File: src/hw/rtl/mrtlv_pkg.sv
// ----------------------------------------------------------------------------
// Map record parser package
// Shared types, codes and helper functions for the record parser.
// ----------------------------------------------------------------------------
`timescale 1ns / 1ps

package mrtlv_pkg;

  localparam int DEF_RECORD_OFFSET_BITS = 16;
  localparam int DEF_QUEUE_DEPTH        = 4;

  localparam int CFG_IDX_W = 2;
  localparam logic [CFG_IDX_W-1:0] REG_ORIGIN_X   = 2'd0;
  localparam logic [CFG_IDX_W-1:0] REG_ORIGIN_Y   = 2'd1;
  localparam logic [CFG_IDX_W-1:0] REG_BIG_ENDIAN = 2'd2;

  localparam logic [1:0] KIND_POS = 2'd0;
  localparam logic [1:0] KIND_STR = 2'd1;
  localparam logic [1:0] KIND_NUM = 2'd2;
  localparam logic [1:0] KIND_END = 2'd3;

  localparam logic [7:0] TYPE_STR_MAX   = 8'd63;
  localparam logic [7:0] TYPE_NUM4_MIN  = 8'd64;
  localparam logic [7:0] TYPE_NUM4_MAX  = 8'd127;
  localparam logic [7:0] TYPE_NUM2_MIN  = 8'd128;
  localparam logic [7:0] TYPE_NUM2_MAX  = 8'd191;
  localparam logic [7:0] TYPE_NUM1_MIN  = 8'd192;
  localparam logic [7:0] TYPE_NUM1_MAX  = 8'd254;
  localparam logic [7:0] TYPE_END       = 8'hff;

  typedef struct packed {
    logic signed [31:0] origin_x;
    logic signed [31:0] origin_y;
    logic               big_endian;
  } cfg_t;

  typedef struct packed {
    logic [1:0]  kind;
    logic [15:0] serial;
    logic [7:0]  attr_type;
    logic [31:0] val_a;
    logic [31:0] val_b;
    logic        size_error;
  } entry_t;

  function automatic logic [7:0] numeric_width(input logic [7:0] t);
    logic [7:0] w;
    if (t >= TYPE_NUM4_MIN && t <= TYPE_NUM4_MAX) begin
      w = 8'd4;
    end else if (t >= TYPE_NUM2_MIN && t <= TYPE_NUM2_MAX) begin
      w = 8'd2;
    end else begin
      w = 8'd1;
    end
    return w;
  endfunction

endpackage

File: src/hw/rtl/mrtlv_ifs.sv
// ----------------------------------------------------------------------------
// Map record parser channel interfaces
// Valid/ready channels for the byte input, result output and register writes.
// ----------------------------------------------------------------------------
`timescale 1ns / 1ps

interface mrtlv_in_if;
  logic       valid;
  logic       ready;
  logic [7:0] data_byte;
  logic       block_start;

  modport source (output valid, output data_byte, output block_start, input ready);
  modport sink (input valid, input data_byte, input block_start, output ready);
endinterface

interface mrtlv_out_if;
  logic               valid;
  logic               ready;
  logic [1:0]         kind;
  logic [15:0]        serial;
  logic signed [31:0] pos_x;
  logic signed [31:0] pos_y;
  logic [7:0]         attr_type;
  logic [31:0]        attr_value;
  logic [15:0]        str_offset;
  logic [7:0]         str_length;
  logic               size_error;

  modport source (output valid, output kind, output serial, output pos_x, output pos_y,
                  output attr_type, output attr_value, output str_offset,
                  output str_length, output size_error, input ready);
  modport sink (input valid, input kind, input serial, input pos_x, input pos_y,
                input attr_type, input attr_value, input str_offset,
                input str_length, input size_error, output ready);
endinterface

interface mrtlv_cfg_if;
  logic        valid;
  logic        ready;
  logic [1:0]  index;
  logic [31:0] data;

  modport source (output valid, output index, output data, input ready);
  modport sink (input valid, input index, input data, output ready);
endinterface

File: src/hw/rtl/map_record_tlv_parser.sv
// ----------------------------------------------------------------------------
// Map record type/length/value parser
// Parses a byte stream of map point records into position, string, numeric
// and record-end results.
// ----------------------------------------------------------------------------
//  Channel   Dir  Payload                                   Beat
//  in_ch     in   data_byte, block_start                    one stream byte
//  out_ch    out  kind, serial, pos_x/y, attr_*, str_*, err one result
//  cfg_ch    in   index, data                               one register write
//
//  One byte is taken per cycle unless the queue is full; the parser phase register
//  is updated every beat. Results reach out_ch via queue and then output register.
//  Synchronous reset clears the parser, the queue, the output valid and config regs.
//  A stalled output fills the queue; in_ch.ready drops only when the queue is full.
// ----------------------------------------------------------------------------
`timescale 1ns / 1ps

module map_record_tlv_parser import mrtlv_pkg::*; #(
  parameter int RECORD_OFFSET_BITS = DEF_RECORD_OFFSET_BITS,
  parameter int QUEUE_DEPTH        = DEF_QUEUE_DEPTH
) (
  input  logic         clk,
  input  logic         rst_n,
  mrtlv_in_if.sink     in_ch,
  mrtlv_out_if.source  out_ch,
  mrtlv_cfg_if.sink    cfg_ch
);

  cfg_t   cfg_r;
  logic   q_full;
  logic   q_empty;
  logic   q_push;
  logic   q_pop;
  entry_t q_in;
  entry_t q_out;

  assign cfg_ch.ready = 1'b1;

  always_ff @(posedge clk) begin
    if (!rst_n) begin
      cfg_r <= '0;
    end else if (cfg_ch.valid && cfg_ch.ready) begin
      case (cfg_ch.index)
        REG_ORIGIN_X:   cfg_r.origin_x   <= $signed(cfg_ch.data);
        REG_ORIGIN_Y:   cfg_r.origin_y   <= $signed(cfg_ch.data);
        REG_BIG_ENDIAN: cfg_r.big_endian <= cfg_ch.data[0];
        default: begin
          cfg_r <= cfg_r;
        end
      endcase
    end
  end

  mrtlv_front #(
    .RECORD_OFFSET_BITS(RECORD_OFFSET_BITS)
  ) u_front (
    .clk        (clk),
    .rst_n      (rst_n),
    .in_ch      (in_ch),
    .cfg        (cfg_r),
    .q_full     (q_full),
    .push       (q_push),
    .push_entry (q_in)
  );

  mrtlv_fifo #(
    .DEPTH(QUEUE_DEPTH)
  ) u_fifo (
    .clk       (clk),
    .rst_n     (rst_n),
    .push      (q_push),
    .push_data (q_in),
    .full      (q_full),
    .pop       (q_pop),
    .pop_data  (q_out),
    .empty     (q_empty)
  );

  mrtlv_back u_back (
    .clk     (clk),
    .rst_n   (rst_n),
    .cfg     (cfg_r),
    .q_empty (q_empty),
    .q_data  (q_out),
    .pop     (q_pop),
    .out_ch  (out_ch)
  );

endmodule

File: src/hw/rtl/mrtlv_front.sv
// ----------------------------------------------------------------------------
// Map record parser front end
// Accepts one stream byte per beat, tracks the record phase and queues
// classified result entries.
// ----------------------------------------------------------------------------
`timescale 1ns / 1ps

module mrtlv_front import mrtlv_pkg::*; #(
  parameter int RECORD_OFFSET_BITS = DEF_RECORD_OFFSET_BITS
) (
  input  logic          clk,
  input  logic          rst_n,
  mrtlv_in_if.sink      in_ch,
  input  cfg_t          cfg,
  input  logic          q_full,
  output logic          push,
  output entry_t        push_entry
);

  localparam int OFF_BYTES = (RECORD_OFFSET_BITS + 7) / 8;
  localparam logic [7:0] OFF_BYTES_B = 8'(OFF_BYTES);

  localparam logic [2:0] PH_X     = 3'd0;
  localparam logic [2:0] PH_Y     = 3'd1;
  localparam logic [2:0] PH_TYPE  = 3'd2;
  localparam logic [2:0] PH_SIZE  = 3'd3;
  localparam logic [2:0] PH_SKIP  = 3'd4;
  localparam logic [2:0] PH_VALUE = 3'd5;

  logic [2:0]  phase_r, phase_nxt;
  logic [15:0] count_r, count_nxt;
  logic [15:0] serial_r, serial_nxt;
  logic [31:0] shift_r, shift_nxt;
  logic [7:0]  type_r, type_nxt;
  logic [7:0]  size_r, size_nxt;
  logic [7:0]  rem_r, rem_nxt;
  logic [RECORD_OFFSET_BITS-1:0] xoff_r, xoff_nxt;

  logic        fire;
  logic [2:0]  phase_e;
  logic [15:0] count_e;
  logic [15:0] serial_e;
  logic [31:0] shift_e;
  logic [7:0]  rem_e;
  logic [7:0]  take_total;
  logic [7:0]  take_rem;
  logic [7:0]  take_left;
  logic [1:0]  take_idx;
  logic [31:0] take_shift;
  logic        take_done;
  logic        ended;
  logic [7:0]  num_w;

  assign in_ch.ready = !q_full;
  assign fire = in_ch.valid && in_ch.ready;

  always_comb begin
    if (in_ch.block_start) begin
      phase_e  = PH_X;
      count_e  = '0;
      serial_e = '0;
      shift_e  = '0;
      rem_e    = OFF_BYTES_B;
    end else begin
      phase_e  = phase_r;
      count_e  = count_r;
      serial_e = serial_r;
      shift_e  = shift_r;
      rem_e    = rem_r;
    end
  end

  assign num_w      = numeric_width(type_r);
  assign take_total = (phase_e == PH_VALUE) ? num_w : OFF_BYTES_B;
  assign take_rem   = (rem_e == 8'd0) ? 8'd1 : rem_e;
  assign take_idx   = 2'(take_total - take_rem);
  assign take_left  = take_rem - 8'd1;
  assign take_done  = (take_left == 8'd0);
  assign take_shift = cfg.big_endian ? {shift_e[23:0], in_ch.data_byte}
                    : (shift_e | (32'(in_ch.data_byte) << {take_idx, 3'b000}));

  always_comb begin
    phase_nxt  = phase_r;
    count_nxt  = count_r;
    serial_nxt = serial_r;
    shift_nxt  = shift_r;
    type_nxt   = type_r;
    size_nxt   = size_r;
    rem_nxt    = rem_r;
    xoff_nxt   = xoff_r;
    push       = 1'b0;
    push_entry = '0;
    ended      = 1'b0;
    if (fire) begin
      phase_nxt  = phase_e;
      serial_nxt = serial_e;
      shift_nxt  = shift_e;
      rem_nxt    = rem_e;
      push_entry.serial = serial_e;
      case (phase_e)
        PH_X: begin
          shift_nxt = take_shift;
          rem_nxt   = take_left;
          if (take_done) begin
            xoff_nxt  = take_shift[RECORD_OFFSET_BITS-1:0];
            shift_nxt = '0;
            rem_nxt   = OFF_BYTES_B;
            phase_nxt = PH_Y;
          end
        end
        PH_Y: begin
          shift_nxt = take_shift;
          rem_nxt   = take_left;
          if (take_done) begin
            push             = 1'b1;
            push_entry.kind  = KIND_POS;
            push_entry.val_a = 32'(xoff_r);
            push_entry.val_b = 32'(take_shift[RECORD_OFFSET_BITS-1:0]);
            shift_nxt        = '0;
            phase_nxt        = PH_TYPE;
          end
        end
        PH_TYPE: begin
          type_nxt  = in_ch.data_byte;
          phase_nxt = PH_SIZE;
        end
        PH_SIZE: begin
          size_nxt = in_ch.data_byte;
          if (type_r <= TYPE_STR_MAX) begin
            push                 = 1'b1;
            push_entry.kind      = KIND_STR;
            push_entry.attr_type = type_r;
            push_entry.val_a     = 32'(count_e + 16'd1);
            push_entry.val_b     = 32'(in_ch.data_byte);
            if (in_ch.data_byte == 8'd0) begin
              phase_nxt = PH_TYPE;
            end else begin
              rem_nxt   = in_ch.data_byte;
              phase_nxt = PH_SKIP;
            end
          end else if (type_r == TYPE_END) begin
            push                 = 1'b1;
            push_entry.kind      = KIND_END;
            push_entry.attr_type = TYPE_END;
            serial_nxt           = serial_e + 16'd1;
            ended                = 1'b1;
          end else begin
            rem_nxt   = num_w;
            shift_nxt = '0;
            phase_nxt = PH_VALUE;
          end
        end
        PH_SKIP: begin
          if (rem_e > 8'd1) begin
            rem_nxt = rem_e - 8'd1;
          end else begin
            rem_nxt   = 8'd0;
            phase_nxt = PH_TYPE;
          end
        end
        PH_VALUE: begin
          shift_nxt = take_shift;
          rem_nxt   = take_left;
          if (take_done) begin
            push                  = 1'b1;
            push_entry.kind       = KIND_NUM;
            push_entry.attr_type  = type_r;
            push_entry.val_a      = take_shift;
            push_entry.size_error = (size_r != num_w);
            shift_nxt             = '0;
            phase_nxt             = PH_TYPE;
          end
        end
        default: begin
          phase_nxt = PH_X;
          rem_nxt   = OFF_BYTES_B;
          shift_nxt = '0;
        end
      endcase
      if (ended) begin
        phase_nxt = PH_X;
        rem_nxt   = OFF_BYTES_B;
        shift_nxt = '0;
        count_nxt = '0;
      end else begin
        count_nxt = count_e + 16'd1;
      end
    end
  end

  always_ff @(posedge clk) begin
    if (!rst_n) begin
      phase_r  <= PH_X;
      count_r  <= '0;
      serial_r <= '0;
      shift_r  <= '0;
      type_r   <= '0;
      size_r   <= '0;
      rem_r    <= OFF_BYTES_B;
      xoff_r   <= '0;
    end else begin
      phase_r  <= phase_nxt;
      count_r  <= count_nxt;
      serial_r <= serial_nxt;
      shift_r  <= shift_nxt;
      type_r   <= type_nxt;
      size_r   <= size_nxt;
      rem_r    <= rem_nxt;
      xoff_r   <= xoff_nxt;
    end
  end

endmodule

File: src/hw/rtl/mrtlv_fifo.sv
// ----------------------------------------------------------------------------
// Map record parser result queue
// Short first-in first-out queue of classified entries between the parser
// front end and the output stage.
// ----------------------------------------------------------------------------
`timescale 1ns / 1ps

module mrtlv_fifo import mrtlv_pkg::*; #(
  parameter int DEPTH = DEF_QUEUE_DEPTH
) (
  input  logic   clk,
  input  logic   rst_n,
  input  logic   push,
  input  entry_t push_data,
  output logic   full,
  input  logic   pop,
  output entry_t pop_data,
  output logic   empty
);

  localparam int PTR_W = (DEPTH > 1) ? $clog2(DEPTH) : 1;
  localparam int CNT_W = $clog2(DEPTH + 1);
  localparam logic [PTR_W-1:0] PTR_LAST = PTR_W'(DEPTH - 1);
  localparam logic [PTR_W-1:0] PTR_ONE  = PTR_W'(1);
  localparam logic [CNT_W-1:0] CNT_FULL = CNT_W'(DEPTH);
  localparam logic [CNT_W-1:0] CNT_ONE  = CNT_W'(1);

  entry_t            mem_r [DEPTH];
  logic [PTR_W-1:0]  wptr_r, wptr_nxt;
  logic [PTR_W-1:0]  rptr_r, rptr_nxt;
  logic [CNT_W-1:0]  cnt_r, cnt_nxt;
  logic              do_push;
  logic              do_pop;

  assign full     = (cnt_r == CNT_FULL);
  assign empty    = (cnt_r == '0);
  assign do_push  = push && !full;
  assign do_pop   = pop && !empty;
  assign pop_data = mem_r[rptr_r];

  always_comb begin
    wptr_nxt = wptr_r;
    rptr_nxt = rptr_r;
    cnt_nxt  = cnt_r;
    if (do_push) begin
      wptr_nxt = (wptr_r == PTR_LAST) ? '0 : wptr_r + PTR_ONE;
    end
    if (do_pop) begin
      rptr_nxt = (rptr_r == PTR_LAST) ? '0 : rptr_r + PTR_ONE;
    end
    if (do_push && !do_pop) begin
      cnt_nxt = cnt_r + CNT_ONE;
    end else if (do_pop && !do_push) begin
      cnt_nxt = cnt_r - CNT_ONE;
    end
  end

  always_ff @(posedge clk) begin
    if (do_push) begin
      mem_r[wptr_r] <= push_data;
    end
  end

  always_ff @(posedge clk) begin
    if (!rst_n) begin
      wptr_r <= '0;
      rptr_r <= '0;
      cnt_r  <= '0;
    end else begin
      wptr_r <= wptr_nxt;
      rptr_r <= rptr_nxt;
      cnt_r  <= cnt_nxt;
    end
  end

endmodule

File: src/hw/rtl/mrtlv_back.sv
// ----------------------------------------------------------------------------
// Map record parser output stage
// Takes queued entries, adds the block origin to positions and holds each
// result in the output register until its beat completes.
// ----------------------------------------------------------------------------
`timescale 1ns / 1ps

module mrtlv_back import mrtlv_pkg::*; (
  input  logic         clk,
  input  logic         rst_n,
  input  cfg_t         cfg,
  input  logic         q_empty,
  input  entry_t       q_data,
  output logic         pop,
  mrtlv_out_if.source  out_ch
);

  logic               valid_r, valid_nxt;
  logic [1:0]         kind_r;
  logic [15:0]        serial_r;
  logic signed [31:0] pos_x_r, pos_x_nxt;
  logic signed [31:0] pos_y_r, pos_y_nxt;
  logic [7:0]         attr_type_r;
  logic [31:0]        attr_value_r, attr_value_nxt;
  logic [15:0]        str_offset_r, str_offset_nxt;
  logic [7:0]         str_length_r, str_length_nxt;
  logic               size_error_r;

  assign pop = !q_empty && (!valid_r || out_ch.ready);

  always_comb begin
    pos_x_nxt      = '0;
    pos_y_nxt      = '0;
    attr_value_nxt = '0;
    str_offset_nxt = '0;
    str_length_nxt = '0;
    case (q_data.kind)
      KIND_POS: begin
        pos_x_nxt = $signed($unsigned(cfg.origin_x) + q_data.val_a);
        pos_y_nxt = $signed($unsigned(cfg.origin_y) + q_data.val_b);
      end
      KIND_STR: begin
        str_offset_nxt = q_data.val_a[15:0];
        str_length_nxt = q_data.val_b[7:0];
      end
      KIND_NUM: begin
        attr_value_nxt = q_data.val_a;
      end
      default: begin
        pos_x_nxt = '0;
      end
    endcase
  end

  always_comb begin
    valid_nxt = valid_r;
    if (pop) begin
      valid_nxt = 1'b1;
    end else if (out_ch.ready) begin
      valid_nxt = 1'b0;
    end
  end

  always_ff @(posedge clk) begin
    if (!rst_n) begin
      valid_r <= 1'b0;
    end else begin
      valid_r <= valid_nxt;
    end
  end

  always_ff @(posedge clk) begin
    if (pop) begin
      kind_r       <= q_data.kind;
      serial_r     <= q_data.serial;
      pos_x_r      <= pos_x_nxt;
      pos_y_r      <= pos_y_nxt;
      attr_type_r  <= q_data.attr_type;
      attr_value_r <= attr_value_nxt;
      str_offset_r <= str_offset_nxt;
      str_length_r <= str_length_nxt;
      size_error_r <= q_data.size_error;
    end
  end

  assign out_ch.valid      = valid_r;
  assign out_ch.kind       = kind_r;
  assign out_ch.serial     = serial_r;
  assign out_ch.pos_x      = pos_x_r;
  assign out_ch.pos_y      = pos_y_r;
  assign out_ch.attr_type  = attr_type_r;
  assign out_ch.attr_value = attr_value_r;
  assign out_ch.str_offset = str_offset_r;
  assign out_ch.str_length = str_length_r;
  assign out_ch.size_error = size_error_r;

endmodule

File: src/flat_wrapper.sv
// flat-port wrapper written by rule: the top's interface ports become plain ports
module map_record_tlv_parser_flat import mrtlv_pkg::*;
#(
  parameter int RECORD_OFFSET_BITS = DEF_RECORD_OFFSET_BITS,
  parameter int QUEUE_DEPTH        = DEF_QUEUE_DEPTH
)
  (clk, rst_n, in_ch_valid, in_ch_data_byte, in_ch_block_start, in_ch_ready, out_ch_valid, out_ch_kind, out_ch_serial, out_ch_pos_x, out_ch_pos_y, out_ch_attr_type, out_ch_attr_value, out_ch_str_offset, out_ch_str_length, out_ch_size_error, out_ch_ready, cfg_ch_valid, cfg_ch_index, cfg_ch_data, cfg_ch_ready);
  mrtlv_in_if in_ch_i ();
  mrtlv_out_if out_ch_i ();
  mrtlv_cfg_if cfg_ch_i ();
  input  logic clk;
  input  logic rst_n;
  input wire logic [$bits(in_ch_i.valid)-1:0] in_ch_valid;
  input wire logic [$bits(in_ch_i.data_byte)-1:0] in_ch_data_byte;
  input wire logic [$bits(in_ch_i.block_start)-1:0] in_ch_block_start;
  output wire logic [$bits(in_ch_i.ready)-1:0] in_ch_ready;
  output wire logic [$bits(out_ch_i.valid)-1:0] out_ch_valid;
  output wire logic [$bits(out_ch_i.kind)-1:0] out_ch_kind;
  output wire logic [$bits(out_ch_i.serial)-1:0] out_ch_serial;
  output wire logic [$bits(out_ch_i.pos_x)-1:0] out_ch_pos_x;
  output wire logic [$bits(out_ch_i.pos_y)-1:0] out_ch_pos_y;
  output wire logic [$bits(out_ch_i.attr_type)-1:0] out_ch_attr_type;
  output wire logic [$bits(out_ch_i.attr_value)-1:0] out_ch_attr_value;
  output wire logic [$bits(out_ch_i.str_offset)-1:0] out_ch_str_offset;
  output wire logic [$bits(out_ch_i.str_length)-1:0] out_ch_str_length;
  output wire logic [$bits(out_ch_i.size_error)-1:0] out_ch_size_error;
  input wire logic [$bits(out_ch_i.ready)-1:0] out_ch_ready;
  input wire logic [$bits(cfg_ch_i.valid)-1:0] cfg_ch_valid;
  input wire logic [$bits(cfg_ch_i.index)-1:0] cfg_ch_index;
  input wire logic [$bits(cfg_ch_i.data)-1:0] cfg_ch_data;
  output wire logic [$bits(cfg_ch_i.ready)-1:0] cfg_ch_ready;
  assign in_ch_i.valid = in_ch_valid;
  assign in_ch_i.data_byte = in_ch_data_byte;
  assign in_ch_i.block_start = in_ch_block_start;
  assign in_ch_ready = in_ch_i.ready;
  assign out_ch_valid = out_ch_i.valid;
  assign out_ch_kind = out_ch_i.kind;
  assign out_ch_serial = out_ch_i.serial;
  assign out_ch_pos_x = out_ch_i.pos_x;
  assign out_ch_pos_y = out_ch_i.pos_y;
  assign out_ch_attr_type = out_ch_i.attr_type;
  assign out_ch_attr_value = out_ch_i.attr_value;
  assign out_ch_str_offset = out_ch_i.str_offset;
  assign out_ch_str_length = out_ch_i.str_length;
  assign out_ch_size_error = out_ch_i.size_error;
  assign out_ch_i.ready = out_ch_ready;
  assign cfg_ch_i.valid = cfg_ch_valid;
  assign cfg_ch_i.index = cfg_ch_index;
  assign cfg_ch_i.data = cfg_ch_data;
  assign cfg_ch_ready = cfg_ch_i.ready;
  map_record_tlv_parser #(.RECORD_OFFSET_BITS(RECORD_OFFSET_BITS), .QUEUE_DEPTH(QUEUE_DEPTH)) u_core (.clk(clk), .rst_n(rst_n), .in_ch(in_ch_i), .out_ch(out_ch_i), .cfg_ch(cfg_ch_i));
endmodule
File: config.mk
export PLATFORM = sky130hd
export DESIGN_NAME = map_record_tlv_parser_flat
export DESIGN_NICKNAME = d
export VERILOG_FILES = /design/src/hw/rtl/mrtlv_pkg.sv /design/src/hw/rtl/mrtlv_ifs.sv /design/src/hw/rtl/map_record_tlv_parser.sv /design/src/hw/rtl/mrtlv_front.sv /design/src/hw/rtl/mrtlv_fifo.sv /design/src/hw/rtl/mrtlv_back.sv /design/src/flat_wrapper.sv
export SDC_FILE = /design/constraint.sdc
export NUM_CORES = 1
export LEC_CHECK = 0
export BUFFER_PORTS_ARGS = -buffer_cell sky130_fd_sc_hd__clkbuf_2
export CAP_MARGIN = 15
export CORE_ASPECT_RATIO = 0.5
export CORE_MARGIN = 3
export CORE_UTILIZATION = 61
export DETAILED_ROUTE_END_ITERATION = 6
export PLACE_DENSITY = 0.77
export SLEW_MARGIN = 20
export SYNTH_ARGS = -nofsm -noshare
export SYNTH_HDL_FRONTEND = slang
export SYNTH_SLANG_ARGS = --single-unit
File: constraint.sdc
create_clock -name clk -period 11.7 [get_ports clk]
set_input_delay 0 -clock clk [delete_from_list [all_inputs] [get_ports clk]]
set_output_delay 0 -clock clk [all_outputs]
set_load 0.005 [all_outputs]
==> Word level (Yosys, flattened, before mapping) <==
Memory sizes are Yosys's and may differ from the RTL's. A register that Yosys moved wholly into a read port is not among the register bits.
Index checks and enable logic that the tools add are counted.
{ "op_classes": {"eq_ne": 14, "shifts": 1, "n_bitwise": 1, "n_lt_le_gt_ge": 6, "muxes": 67, "n_reduce_logical": 32, "n_addsub": 12} }
{ "ops": {"columns": ["op", "n"], "rows": [
  ["2-to-1 mux 32 bit", 6],
  ["one-hot mux 32 bit (3 select lines)", 2],
  ["2-to-1 mux 16 bit", 6],
  ["2-to-1 mux 91 bit", 1],
  ["2-to-1 mux 8 bit", 10],
  ["adder 32 bit", 2],
  ["one-hot mux 32 bit (2 select lines)", 1],
  ["2-to-1 mux 49 bit", 1],
  ["2-to-1 mux 48 bit", 1],
  ["2-to-1 mux 40 bit", 1],
  ["one-hot mux 8 bit (5 select lines)", 1],
  ["2-to-1 mux 3 bit", 11],
  ["adder 16 x 1 -> 16 bit (second input constant)", 2],
  ["bitwise OR 32 bit", 1],
  ["<< shifter 8 x 5 -> 32 bit", 1],
  ["logical NOT 8 bit", 3],
  ["2-to-1 mux 2 bit", 9],
  ["adder 16 x 1 -> 17 bit (second input constant)", 1],
  ["one-hot mux 8 bit (2 select lines)", 1],
  ["subtractor 8 x 1 -> 8 bit (second input constant)", 2],
  ["one-hot mux 3 bit (5 select lines)", 1],
  ["2-to-1 mux 1 bit", 13],
  ["AND reduction 2 bit", 5],
  ["== test 3 bit (second input constant)", 3],
  ["27 further kinds", 48]
]} }
{ "word_totals": {"in_bits": 48, "reg_bits": 327, "output_inout_bits": 150, "wordCells": 158, "mem_count": 1, "ramBits": 364} }
{ "memory_table": {"columns": ["memory", "words", "width", "rd", "rd_ports_with_merged_regs", "write_ports", "line_no", "text"], "rows": [
  ["u_core.u_fifo.mem_r", 4, 91, 1, 1, 1, "mrtlv_fifo.sv:28", "entry_t mem_r [DEPTH];"]
]} }

==> Logic depth before layout (Yosys ltp) <==
Gate-level depths: netlist of run 1.
{ "logic_depth": {"word_depth": 13, "ltp_mapped": 25, "mapped_depth_nobuf": 19} }

==> Modules after synthesis <==
Synthesis of run 1 repeated with hierarchy kept, for this count alone.
{ "unflattened": {"cells_unflattened": 2464, "area_unflattened_um2": 31557.8} }
{ "modules_own_cells": {"columns": ["mod", "n_inst", "cells_each", "seq_area_each_um2", "area_each_um2"], "rows": [
  ["mrtlv_fifo", 1, 526, 11110.7, 13695.6],
  ["mrtlv_back", 1, 761, 4434.3, 8503.2],
  ["mrtlv_front", 1, 926, 2142.1, 6822.8],
  ["map_record_tlv_parser", 1, 251, 1301.2, 2536.2]
]} }

==> Worst setup path before layout of run 1 <==
Ideal clock, no wire load.
{ "synth_path": {"path_kind": "flip-flop to flip-flop", "start": "register u_core.u_fifo.cnt_r[0]", "end": "register u_core.u_fifo.cnt_r[2]", "arrival_ns": 9.610, "path_stages_with_launch": 10, "t_required_ns": 11.624, "setup_slack_ns": 2.014, "path_buffers": 0, "synth_period_minus_slack_ns": 9.686, "cell_sequence": "dfxtp_1 -> nor3_1 -> a21oi_1 -> inv_1 -> ha_1 -> inv_1 -> fa_1 -> xor2_1 -> or3_1 -> a21boi_0"} }
{ "synth_between": {"elab_cells_between_ends": 18, "classes_between": "add/sub (2); eq/ne (1); mux (3); reduce/logical (12)"} }
{ "synth_lines": {"columns": ["element", "line_no", "text"], "rows": [
  ["start: declaration", "mrtlv_fifo.sv:31", "logic [CNT_W-1:0] cnt_r, cnt_nxt;"],
  ["start signal: assignment", "mrtlv_fifo.sv:72", "cnt_r <= cnt_nxt;"],
  ["logical NOT 3 bit *", "mrtlv_fifo.sv:36", "assign empty = (cnt_r == '0);"],
  ["logical NOT 1 bit *", "mrtlv_back.sv:29", "assign pop = !q_empty && (!valid_r || out_ch.ready);"],
  ["logical AND 1 bit *", "mrtlv_back.sv:29", null],
  ["named net u_core.q_pop", "map_record_tlv_parser.sv:33", "logic q_pop;"],
  ["logical AND 1 bit *", "mrtlv_fifo.sv:38", "assign do_pop = pop && !empty;"],
  ["logical NOT 1 bit", "mrtlv_fifo.sv:51", "if (do_push && !do_pop) begin"],
  ["logical AND 1 bit", "mrtlv_fifo.sv:51", null],
  ["2-to-1 mux 3 bit or nonzero test 2 bit (tied branches)", null, null]
]} }
Mark *: on every way through the listed nets, which the timed path passes. The rest lies on a longest branch. The select of a mux whose other input is x is not followed.
A chain may end at the register's enable or synchronous reset.

==> Final worst setup path of run 1 <==
{ "layout_path": {"start": "register u_core.u_front.rem_r[1]", "end": "memory u_core.u_fifo.mem_r[0][14] (netlist name) (enable)"} }
{ "layout_between": {"elab_chain_len": 11} }
{ "layout_rtl": {"columns": ["element", "line_no", "text"], "rows": [
  ["start: declaration", "mrtlv_front.sv:36", "logic [7:0] rem_r, rem_nxt;"],
  ["start signal: assignment", "mrtlv_front.sv:208", "rem_r <= rem_nxt;"],
  ["2-to-1 mux 8 bit *", "mrtlv_front.sv:58", "if (in_ch.block_start) begin"],
  ["logical NOT 8 bit", "mrtlv_front.sv:75", "assign take_rem = (rem_e == 8'd0) ? 8'd1 : rem_e;"],
  ["2-to-1 mux 8 bit *", "mrtlv_front.sv:75", null],
  ["subtractor 8 x 1 -> 8 bit *", "mrtlv_front.sv:77", "assign take_left = take_rem - 8'd1;"],
  ["logical NOT 8 bit *", "mrtlv_front.sv:78", "assign take_done = (take_left == 8'd0);"],
  ["2-to-1 mux 1 bit *", "mrtlv_front.sv:114, mrtlv_front.sv:164", null],
  ["one-hot mux 1 bit (2 select lines) *", "mrtlv_front.sv:100", "case (phase_e)"],
  ["2-to-1 mux 1 bit *", "mrtlv_front.sv:94", "if (fire) begin"],
  ["logical AND 1 bit *", "mrtlv_fifo.sv:37", "assign do_push = push && !full;"],
  ["named net u_core.u_fifo.do_push", "mrtlv_fifo.sv:32", "logic do_push;"],
  ["2-to-1 mux 1 bit *", "mrtlv_fifo.sv:59", "if (do_push) begin"],
  ["2-to-1 mux 1 bit (implied by the code) *", "mrtlv_fifo.sv:60", "mem_r[wptr_r] <= push_data;"],
  ["end: declaration", "mrtlv_fifo.sv:28", null]
]} }
Mark *: on every way through the listed nets, which the timed path passes. The rest lies on a longest branch.

==> results.sh, run 1 <==
export IMPL_seqPwrFrac=0.484
export IMPL_p_leak_nw=11.6
export IMPL_clk_pin_slew_ns=0.07
export IMPL_fin_area_um2=32100
export IMPL_die_area_um2=49300
export IMPL_p_int_mw=4.32
export IMPL_avgViaCountPerCell=6.09
export IMPL_synth_fp_nets=2409
export IMPL_status="finished, final reports clean"
export IMPL_synth_edf_count=447
export IMPL_syn_area_per_cell_um2=12.4
export IMPL_cts_root_buf="clkbuf_16"
export IMPL_crit_arrival_ns=5.66
export IMPL_routabilityCongestion=0.944
export IMPL_ys_ff_latch=629
export IMPL_die_h_um=159
export IMPL_worst_slew_pin_slew_ns=1.09
export IMPL_syn_to_final_growth_pct=12.9
export IMPL_required_ns=11.90
export IMPL_grt_max_degree=150
export IMPL_dieWidth_um=311
export IMPL_cts_buffers=53
export IMPL_diodes=0
export IMPL_final_layout_size_suffix_gt1_frac=0.164
export IMPL_p_comb_frac=0.217
export IMPL_route_detailed_drc=0
export IMPL_slew_headroom=0.275
export IMPL_final_cell_mix="447 x edfxtp_1, 268 x nand2_1, 195 x clkbuf_2"
export IMPL_syn_cell_area_um2=28400
export IMPL_nets=2594
export IMPL_clock_skew_ns=0.0126
export IMPL_initial_core_util=0.623
export IMPL_overflow=0
export IMPL_synthCells=2298
export IMPL_cts_resized=0
export IMPL_io_pins=198
export IMPL_finalSetupViolCount=0
export IMPL_grt_pass1_vias=18300
export IMPL_ant_nets=0
export IMPL_cap_violations=0
export IMPL_grt_pass1_wl_um=105000
export IMPL_crit_path_end_kind="register"
export IMPL_ys_warn_count=0
export IMPL_synth_xor_area_share=0.0167
export IMPL_worst_hold_path_type="in -> reg"
export IMPL_clk_latency_ns=0.59
export IMPL_irDropWorstVdd_v=0.000222
export IMPL_drv_slew=0
export IMPL_p_per_area_nw_per_um2=188
export IMPL_dpl_hpwl_um=44300
export IMPL_synthFlopType="edfxtp_1"
export IMPL_clock_path_buffers=3
export IMPL_synth_cell_type_count=91
export IMPL_timing_fmax_mhz=183
export IMPL_rsz0062_at_grt="no"
export IMPL_portBuffers=196
export IMPL_htreeDepth=2
export IMPL_p_switching_mw=1.73
export IMPL_period_minus_slack_ns=5.46
export IMPL_grt_usage=0.273
export IMPL_criticalPathCategory="reg -> reg"
export IMPL_dr_pass1_iters=6
export IMPL_total_power_mw=6.04
export IMPL_clkPwrFrac=0.299
export IMPL_vias=19200
export IMPL_postLayoutCoreUtil=0.704
export IMPL_rows=55
export IMPL_crit_path_start_kind="register"
export IMPL_yosys_area_share_simple=0.142
export IMPL_wl_per_cell_um=21.6
export IMPL_clkSinkCount=629
export IMPL_drt_total_wl_um=68100
export IMPL_synthAdderAreaFrac=0.0286
export IMPL_drt_iter0_drc=1997
export IMPL_p_sw_frac=0.286
export IMPL_antenna_found_initial=1
export IMPL_tns_ns=0
export IMPL_place_area_um2=29800
export IMPL_synthMuxAreaShare=0.0708
export IMPL_post_cts_buffers=0
export IMPL_hold_violations=0
export IMPL_worst_path_max_fanout=69
export IMPL_fin_crit_sh=0.467
export IMPL_synth_compound_area_share=0.115
export IMPL_yosysSeqAreaShare=0.601
export IMPL_core_um2=45600
export IMPL_cts_tree="built"
export IMPL_synth_top_family_by_area="simple AND/OR/NAND/NOR gates"
export IMPL_async_flop_share=0
export IMPL_layout_commonest_cell="edfxtp_1"
==> path summary, 6_finish.rpt <==
check                                    end  slack, ns                startpoint  depth (start not counted)
hold / removal      u_core.u_front.size_r[1]       0.14               in_ch_valid                          5
setup / recovery  u_core.u_fifo.mem_r[0][14]       6.24   u_core.u_front.rem_r[1]                         14
hold reg to reg     u_core.u_front.size_r[4]       0.47  u_core.u_front.size_r[4]                          2
setup reg to reg  u_core.u_fifo.mem_r[0][14]       6.24   u_core.u_front.rem_r[1]                         14
==> Yosys cell counts (all sizes together), types with 4 or more instances <==
library cell | number | area share
or2 | 12 | 0.0027
nand2 | 269 | 0.036
nor3b | 16 | 0.0044
edfxtp | 447 | 0.47
xnor2 | 29 | 0.0089
nand3b | 7 | 0.0019
o2111ai | 4 | 0.0012
nand2b | 12 | 0.0026
and2 | 113 | 0.025
ha | 60 | 0.026
inv | 37 | 0.0049
nor2 | 80 | 0.011
o21bai | 5 | 0.0013
o21ai | 99 | 0.018
xor2 | 25 | 0.0077
a211oi | 6 | 0.0016
buf | 29 | 0.0062
o31ai | 8 | 0.0021
nor3 | 45 | 0.0087
clkbuf | 111 | 0.015
mux4 | 75 | 0.059
o22ai | 13 | 0.0029
a21oi | 90 | 0.017
a22oi | 73 | 0.019
o32ai | 5 | 0.0015
a22o | 4 | 0.0012
o211a | 10 | 0.0035
o21a | 22 | 0.0061
a21boi | 87 | 0.023
and3 | 21 | 0.0046
nor2b | 110 | 0.024
nand3 | 39 | 0.0069
o211ai | 4 | 0.0011
a31oi | 6 | 0.0013
nor4 | 10 | 0.0022
a21o | 19 | 0.0050
or4 | 10 | 0.0028
mux2i | 32 | 0.011
dfxtp | 182 | 0.13
nand4 | 11 | 0.0024
or3 | 14 | 0.0031
==> kinds of logic after synthesis <==
family / Yosys count
other: 1
buffers and inverters: 178
adder cells (fa/ha/maj): 63
AND/OR/NAND/NOR: 780
multiplexers: 107
XOR/XNOR: 54
flip-flops: 629
AO/OA/AOI/OAI: 486
==> critical path, cell delays in order, from the launching register on <==
cell and delay [ns]:
dfxtp_1 0.35, nor2_1 0.37, ha_1 0.47, inv_1 0.10
o21ai_0 0.42, inv_1 0.09, ha_1 0.29, or2_2 0.31
a21oi_1 0.15, o2111ai_1 0.11, or4_1 0.65, or2_4 0.32
a21oi_4 0.29, and2_4 0.27, buf_4 0.83
==> layer usage <==
metal	wire, µm	track usage	vias up
li1	-	-	8865
met1	29900	0.385	9456
met2	31500	0.442	764
met3	4830	0.0480	123
met4	1900	0.0836	0
met5	0	0	-
==> registers in the layout, summed over array words and instances (netlist names), 16 cells and up, named ones only <==
name,flops
u_core.u_back.out_ch.attr_value,32
u_core.cfg_r,65
u_core.u_back.out_ch.serial,16
u_core.u_front.serial_r,16
u_core.u_front.shift_r,32
u_core.u_back.out_ch.str_offset,16
u_core.u_front.xoff_r,16
u_core.u_back.out_ch.pos_y,32
u_core.u_back.out_ch.pos_x,32
u_core.u_fifo.mem_r,300
u_core.u_front.count_r,16
==> final cells by class <==
type / instances / area [µm²]
Clock buffer: 63 / 1370
Clock inverter: 34 / 360
Fill cell: 3186 / 13500
Inverter: 38 / 143
Multi-Input combinational cell: 1491 / 10600
Sequential cell: 629 / 17100
Tap cell: 627 / 785
Timing Repair Buffer: 270 / 1680
==> what timing repair did <==
action / CTS / global route
hold buffers: 48 / 0
endpoints found under the hold margin: 86 / 0
setup endpoints to repair: 0 / 0
==> through the flow <==
step	setup WS, ns	instances	hold slack, ns
2_1_floorplan	2.01	2298	0.145
3_3_place_gp	6.23	3006	0.254
3_5_place_dp	6.13	3007	0.261
4_1_cts	6.23	3152	0.123
5_1_grt	5.82	3152	0.182
6_report	6.24	3152	0.143
==> power by group through the flow <==
stage / clock, mW / sequential [mW] / combinational, mW
floorplan: 0 / 3.01 / 0.638
global placement: 0 / 2.96 / 1.27
detailed placement: 0 / 2.97 / 1.29
CTS: 1.83 / 2.93 / 1.32
global route: 1.92 / 2.96 / 1.43
finish: 1.81 / 2.92 / 1.31
Power figures use the tool's default switching activity.
==> run 2: changes to the inputs <==
--- a/config.mk
+++ b/config.mk
@@ -5,13 +5,14 @@
 export SDC_FILE = /design/constraint.sdc
 export NUM_CORES = 1
 export LEC_CHECK = 0
+export ABC_AREA = 1
 export BUFFER_PORTS_ARGS = -buffer_cell sky130_fd_sc_hd__clkbuf_2
 export CAP_MARGIN = 15
 export CORE_ASPECT_RATIO = 0.5
 export CORE_MARGIN = 3
-export CORE_UTILIZATION = 61
+export CORE_UTILIZATION = 55
 export DETAILED_ROUTE_END_ITERATION = 6
-export PLACE_DENSITY = 0.77
+export PLACE_DENSITY = 0.73
 export SLEW_MARGIN = 20
 export SYNTH_ARGS = -nofsm -noshare
 export SYNTH_HDL_FRONTEND = slang
==> constraint.sdc (replaced) <==
create_clock -name clk -period 4.6 [get_ports clk]
set_input_delay 0 -clock clk [delete_from_list [all_inputs] [get_ports clk]]
set_output_delay 0 -clock clk [all_outputs]
set_load 0.005 [all_outputs]
==> run 2 against run 1 <==
  * Worst hold slack lost 0.062 ns
  * First-iteration DRC count up 38%
  * Sequential power increased to 2.6 times the previous value
  * Synthesized cell count rose by 46%
  * Combinational power rose to 4.1 times the previous value
  * Critical endpoint is now u_core.u_fifo.cnt_r[2]
  * Global-route usage rose by 1.1 points
  * Utilization shrank 6.1 points
  * Synthesized area is 5.2% higher
  * Non-clock buffer count increased by 20
  * Sequential cell count stayed put
  * Final cell count is 36% higher
  * Count of clock-buffer cells in the layout decreased by 3
  * Highest routed layer unchanged
==> results.sh, run 2 <==
export IMPL_reg2regPathDepth=23
export IMPL_routabilityCongestion=0.962
export IMPL_ys_warn_count=0
export IMPL_clk_pin_slew_ns=0.07
export IMPL_core_um2=52800
export IMPL_fill_cells=4291
export IMPL_antenna_found_initial=0
export IMPL_clkSinkCount=629
export IMPL_yosysSeqAreaShare=0.571
export IMPL_largestRegisters="u_core.u_fifo.mem_r x300, u_core.cfg_r x65"
export IMPL_required_ns=5.16
export IMPL_worstReg2RegStart="u_core.u_front.rem_r[1]"
export IMPL_slowest_stage="fa_1"
export IMPL_syn_area_per_cell_um2=8.92
export IMPL_clock_path_buffers=3
export IMPL_postLayoutCoreUtil=0.643
export IMPL_finalSetupViolCount=0
export IMPL_timing_fmax_mhz=245
export IMPL_initial_core_util=0.566
export IMPL_drt_iter0_drc=2758
export IMPL_wl_per_cell_um=19.4
export IMPL_crit_arrival_ns=4.64
export IMPL_criticalPathCategory="reg -> reg"
export IMPL_dieWidth_um=336
export IMPL_worst_slew_pin_slew_ns=1.07
export IMPL_ys_ff_latch=629
export IMPL_synth_top_area_share=0.449
export IMPL_final_cell_mix="634 x nand2_1, 505 x nor2_1, 447 x edfxtp_1"
export IMPL_final_layout_size_suffix_gt1_frac=0.114
export IMPL_synth_edf_count=447
export IMPL_vias=24600
export IMPL_fin_crit_sh=0.888
export IMPL_regMostFlops="u_core.u_fifo.mem_r"
export IMPL_clock_skew_ns=0.0208
export IMPL_diodes=0
export IMPL_avgViaCountPerCell=5.73
export IMPL_critPathMaxStageDelay_ns=0.44
export IMPL_die_h_um=171
export IMPL_drt_total_wl_um=83200
export IMPL_rsz0062_at_grt="no"
export IMPL_place_inst=4139
export IMPL_portBuffers=196
export IMPL_grt_pass1_wl_um=128000
export IMPL_crit_chain="nor2_2 > ha_1 > nand2_1 > nor2_1 > nand2_2 > nand2_1 > inv_1 > ha_1 > xor2_1 > nand3_2 > nor2_4 > nand2_2 > nand2_1 > nand2_1 > inv_1 > ha_1 > inv_1 > fa_1 > nor2_1 > nor2_1 > nand2_1 > o21ai_0 > a21oi_1"
export IMPL_grt_usage=0.284
export IMPL_rows=59
export IMPL_period_minus_slack_ns=4.09
export IMPL_clk_latency_ns=0.63
export IMPL_die_area_um2=57300
export IMPL_dpl_hpwl_um=56500
export IMPL_htreeDepth=2
export IMPL_p_per_area_nw_per_um2=525
export IMPL_worst_path_max_fanout=7
export IMPL_synth_cell_type_count=52
export IMPL_hold_start="rst_n"
export IMPL_cpMostUsedCell="nand2_1"
export IMPL_p_leak_nw=13.3
export IMPL_grt_max_degree=152
export IMPL_cts_root_buf="clkbuf_16"
export IMPL_post_cts_buffers=0
export IMPL_cts_tree="built"
export IMPL_io_pins=198
export IMPL_synth_most_common_cell="nand2_1"
export IMPL_grt_pass1_vias=22600
export IMPL_cts_buffers=54
export IMPL_cap_violations=0
export IMPL_synth_top_cell_by_area="edfxtp_1"
export IMPL_largest_reg_flops=300
export IMPL_crit_path_start_kind="register"
export IMPL_async_flop_share=0
export IMPL_synth_fp_nets=3460
export IMPL_worst_hold_path_type="in -> reg"
export IMPL_hold_violations=0
export IMPL_min_to="u_core.u_front.rem_r[1]"
export IMPL_stdcell_count=4286
export IMPL_synthCells=3349
export IMPL_synthTopCellsByCount="635 x nand2_1, 509 x nor2_1, 447 x edfxtp_1"
export IMPL_crit_path_end_kind="register"
export IMPL_rrSetupSlack_ns=0.51
export IMPL_drv_slew=0
export IMPL_r2r_end="u_core.u_fifo.cnt_r[2]"
export IMPL_overflow=0
export IMPL_slew_headroom=0.283
export IMPL_syn_to_final_growth_pct=13.7
export IMPL_ant_nets=0
export IMPL_status="finished, final reports clean"
export IMPL_route_detailed_drc=0
export IMPL_dr_pass1_iters=6
export IMPL_layout_commonest_cell="nand2_1"
export IMPL_nets=3651
export IMPL_syn_cell_area_um2=29900
export IMPL_irDropWorstVdd_v=0.000423
export IMPL_synth_area_leaders="edfxtp_1 45%, dfxtp_1 12%, nand2_1 8.0%"
export IMPL_synthFlopType="edfxtp_1"
export IMPL_holdPathStages=2
run 2: cell types whose count changed in the layout (fill, tap and decap cells not counted), moves of 22 or more:
cell      delta
mux4_2      -75
inv_1      +272
a21boi_0    -84
o22ai_1     +22
nor2b_1    -106
a21oi_1    +225
a22oi_1     -69
and2_1     -106
nand2_1    +366
mux2i_1     -32
o21ai_0    +180
nor2_1     +428
xnor2_1     -24
nand3_1    +151
run 2: cell families (layout without fill, tap and decap cells):
logic type	after synthesis	count (layout)	share of synthesized area
AND/OR/NAND/NOR	1443	1443	0.201
XOR/XNOR	22	22	0.00645
other	1	1	0.000126
AO/OA/AOI/OAI	719	719	0.131
adder cells (fa/ha/maj)	63	63	0.0271
buffers and inverters	472	708	0.0622
flip-flops	629	629	0.571
run 2: per-stage QoR:
| step | hold slack [ns] | total power [mW] | cell area [µm²] | setup slack [ns] | setup TNS (ns) |
|---|---|---|---|---|---|
| global placement | 0.242 | 12.7 | 31500 | 0.618 | 0 |
| global route | 0.0944 | 18.7 | 33900 | 0.199 | 0 |
| finish | 0.0809 | 17.8 | 33900 | 0.514 | 0 |
| CTS | 0.0339 | 17.9 | 33900 | 0.577 | 0 |
| floorplan | 0.135 | 10.7 | 29900 | -1.43 | -428.97 |
| detailed placement | 0.258 | 12.9 | 31500 | 0.601 | 0 |
run 2: critical path: cells and delay by family (launching register included):
| family | cells | cell delay, ns |
|---|---|---|
| DFF | 1 | 0.34 |
| xor gates and xnor gates | 1 | 0.29 |
| AOI/OAI and AO/OA | 2 | 0.22 |
| buffers and inverters | 3 | 0.25 |
| adders and majority gates | 4 | 1.17 |
| and+or+nand+nor | 13 | 1.75 |
run 2: worst max path at each step:
stage,start,to,cells after the start,slack [ns]
5_1_grt,register,u_core.u_back.out_ch.pos_y[23],11,0.20
3_3_place_gp,u_core.u_front.rem_r[1],u_core.u_fifo.cnt_r[2],25,0.62
2_1_floorplan,u_core.u_front.rem_r[1],u_core.u_fifo.mem_r[0][0],18,-1.43
4_1_cts,u_core.u_front.rem_r[1],u_core.u_fifo.cnt_r[2],25,0.58
3_5_place_dp,u_core.u_front.rem_r[1],u_core.u_fifo.cnt_r[2],25,0.60
6_report,u_core.u_front.rem_r[1],u_core.u_fifo.cnt_r[2],23,0.51
run 2: power breakdown:
part           total (mW)  internal (mW)  switching, mW
clock                5.00           2.82           2.17
combinational        5.35           1.61           3.74
sequential           7.47           7.13          0.339
total                17.8           11.6           6.25
run 2: final cells by class:
cell class | instances | area, µm² | area share
Clock inverter | 41 | 557 | 0.0164
Tap cell | 701 | 877 | 0.0258
Sequential cell | 629 | 17100 | 0.503
Clock buffer | 60 | 1380 | 0.0408
Inverter | 317 | 1190 | 0.0352
Timing Repair Buffer | 290 | 1860 | 0.0549
Multi-Input combinational cell | 2248 | 11000 | 0.324
run 2: repair_timing:
item	4_1_cts	5_1_grt
hold buffers	46	0
hold endpoints to repair	121	0
gates resized for setup	0	0
run 2: routing by layer:
metal	wire length (µm)	GRT usage	vias to the layer above
met5	0	0	-
met4	2020	0.0750	0
met3	7090	0.0406	130
met2	38100	0.459	1046
met1	36100	0.408	11700
li1	-	-	11700
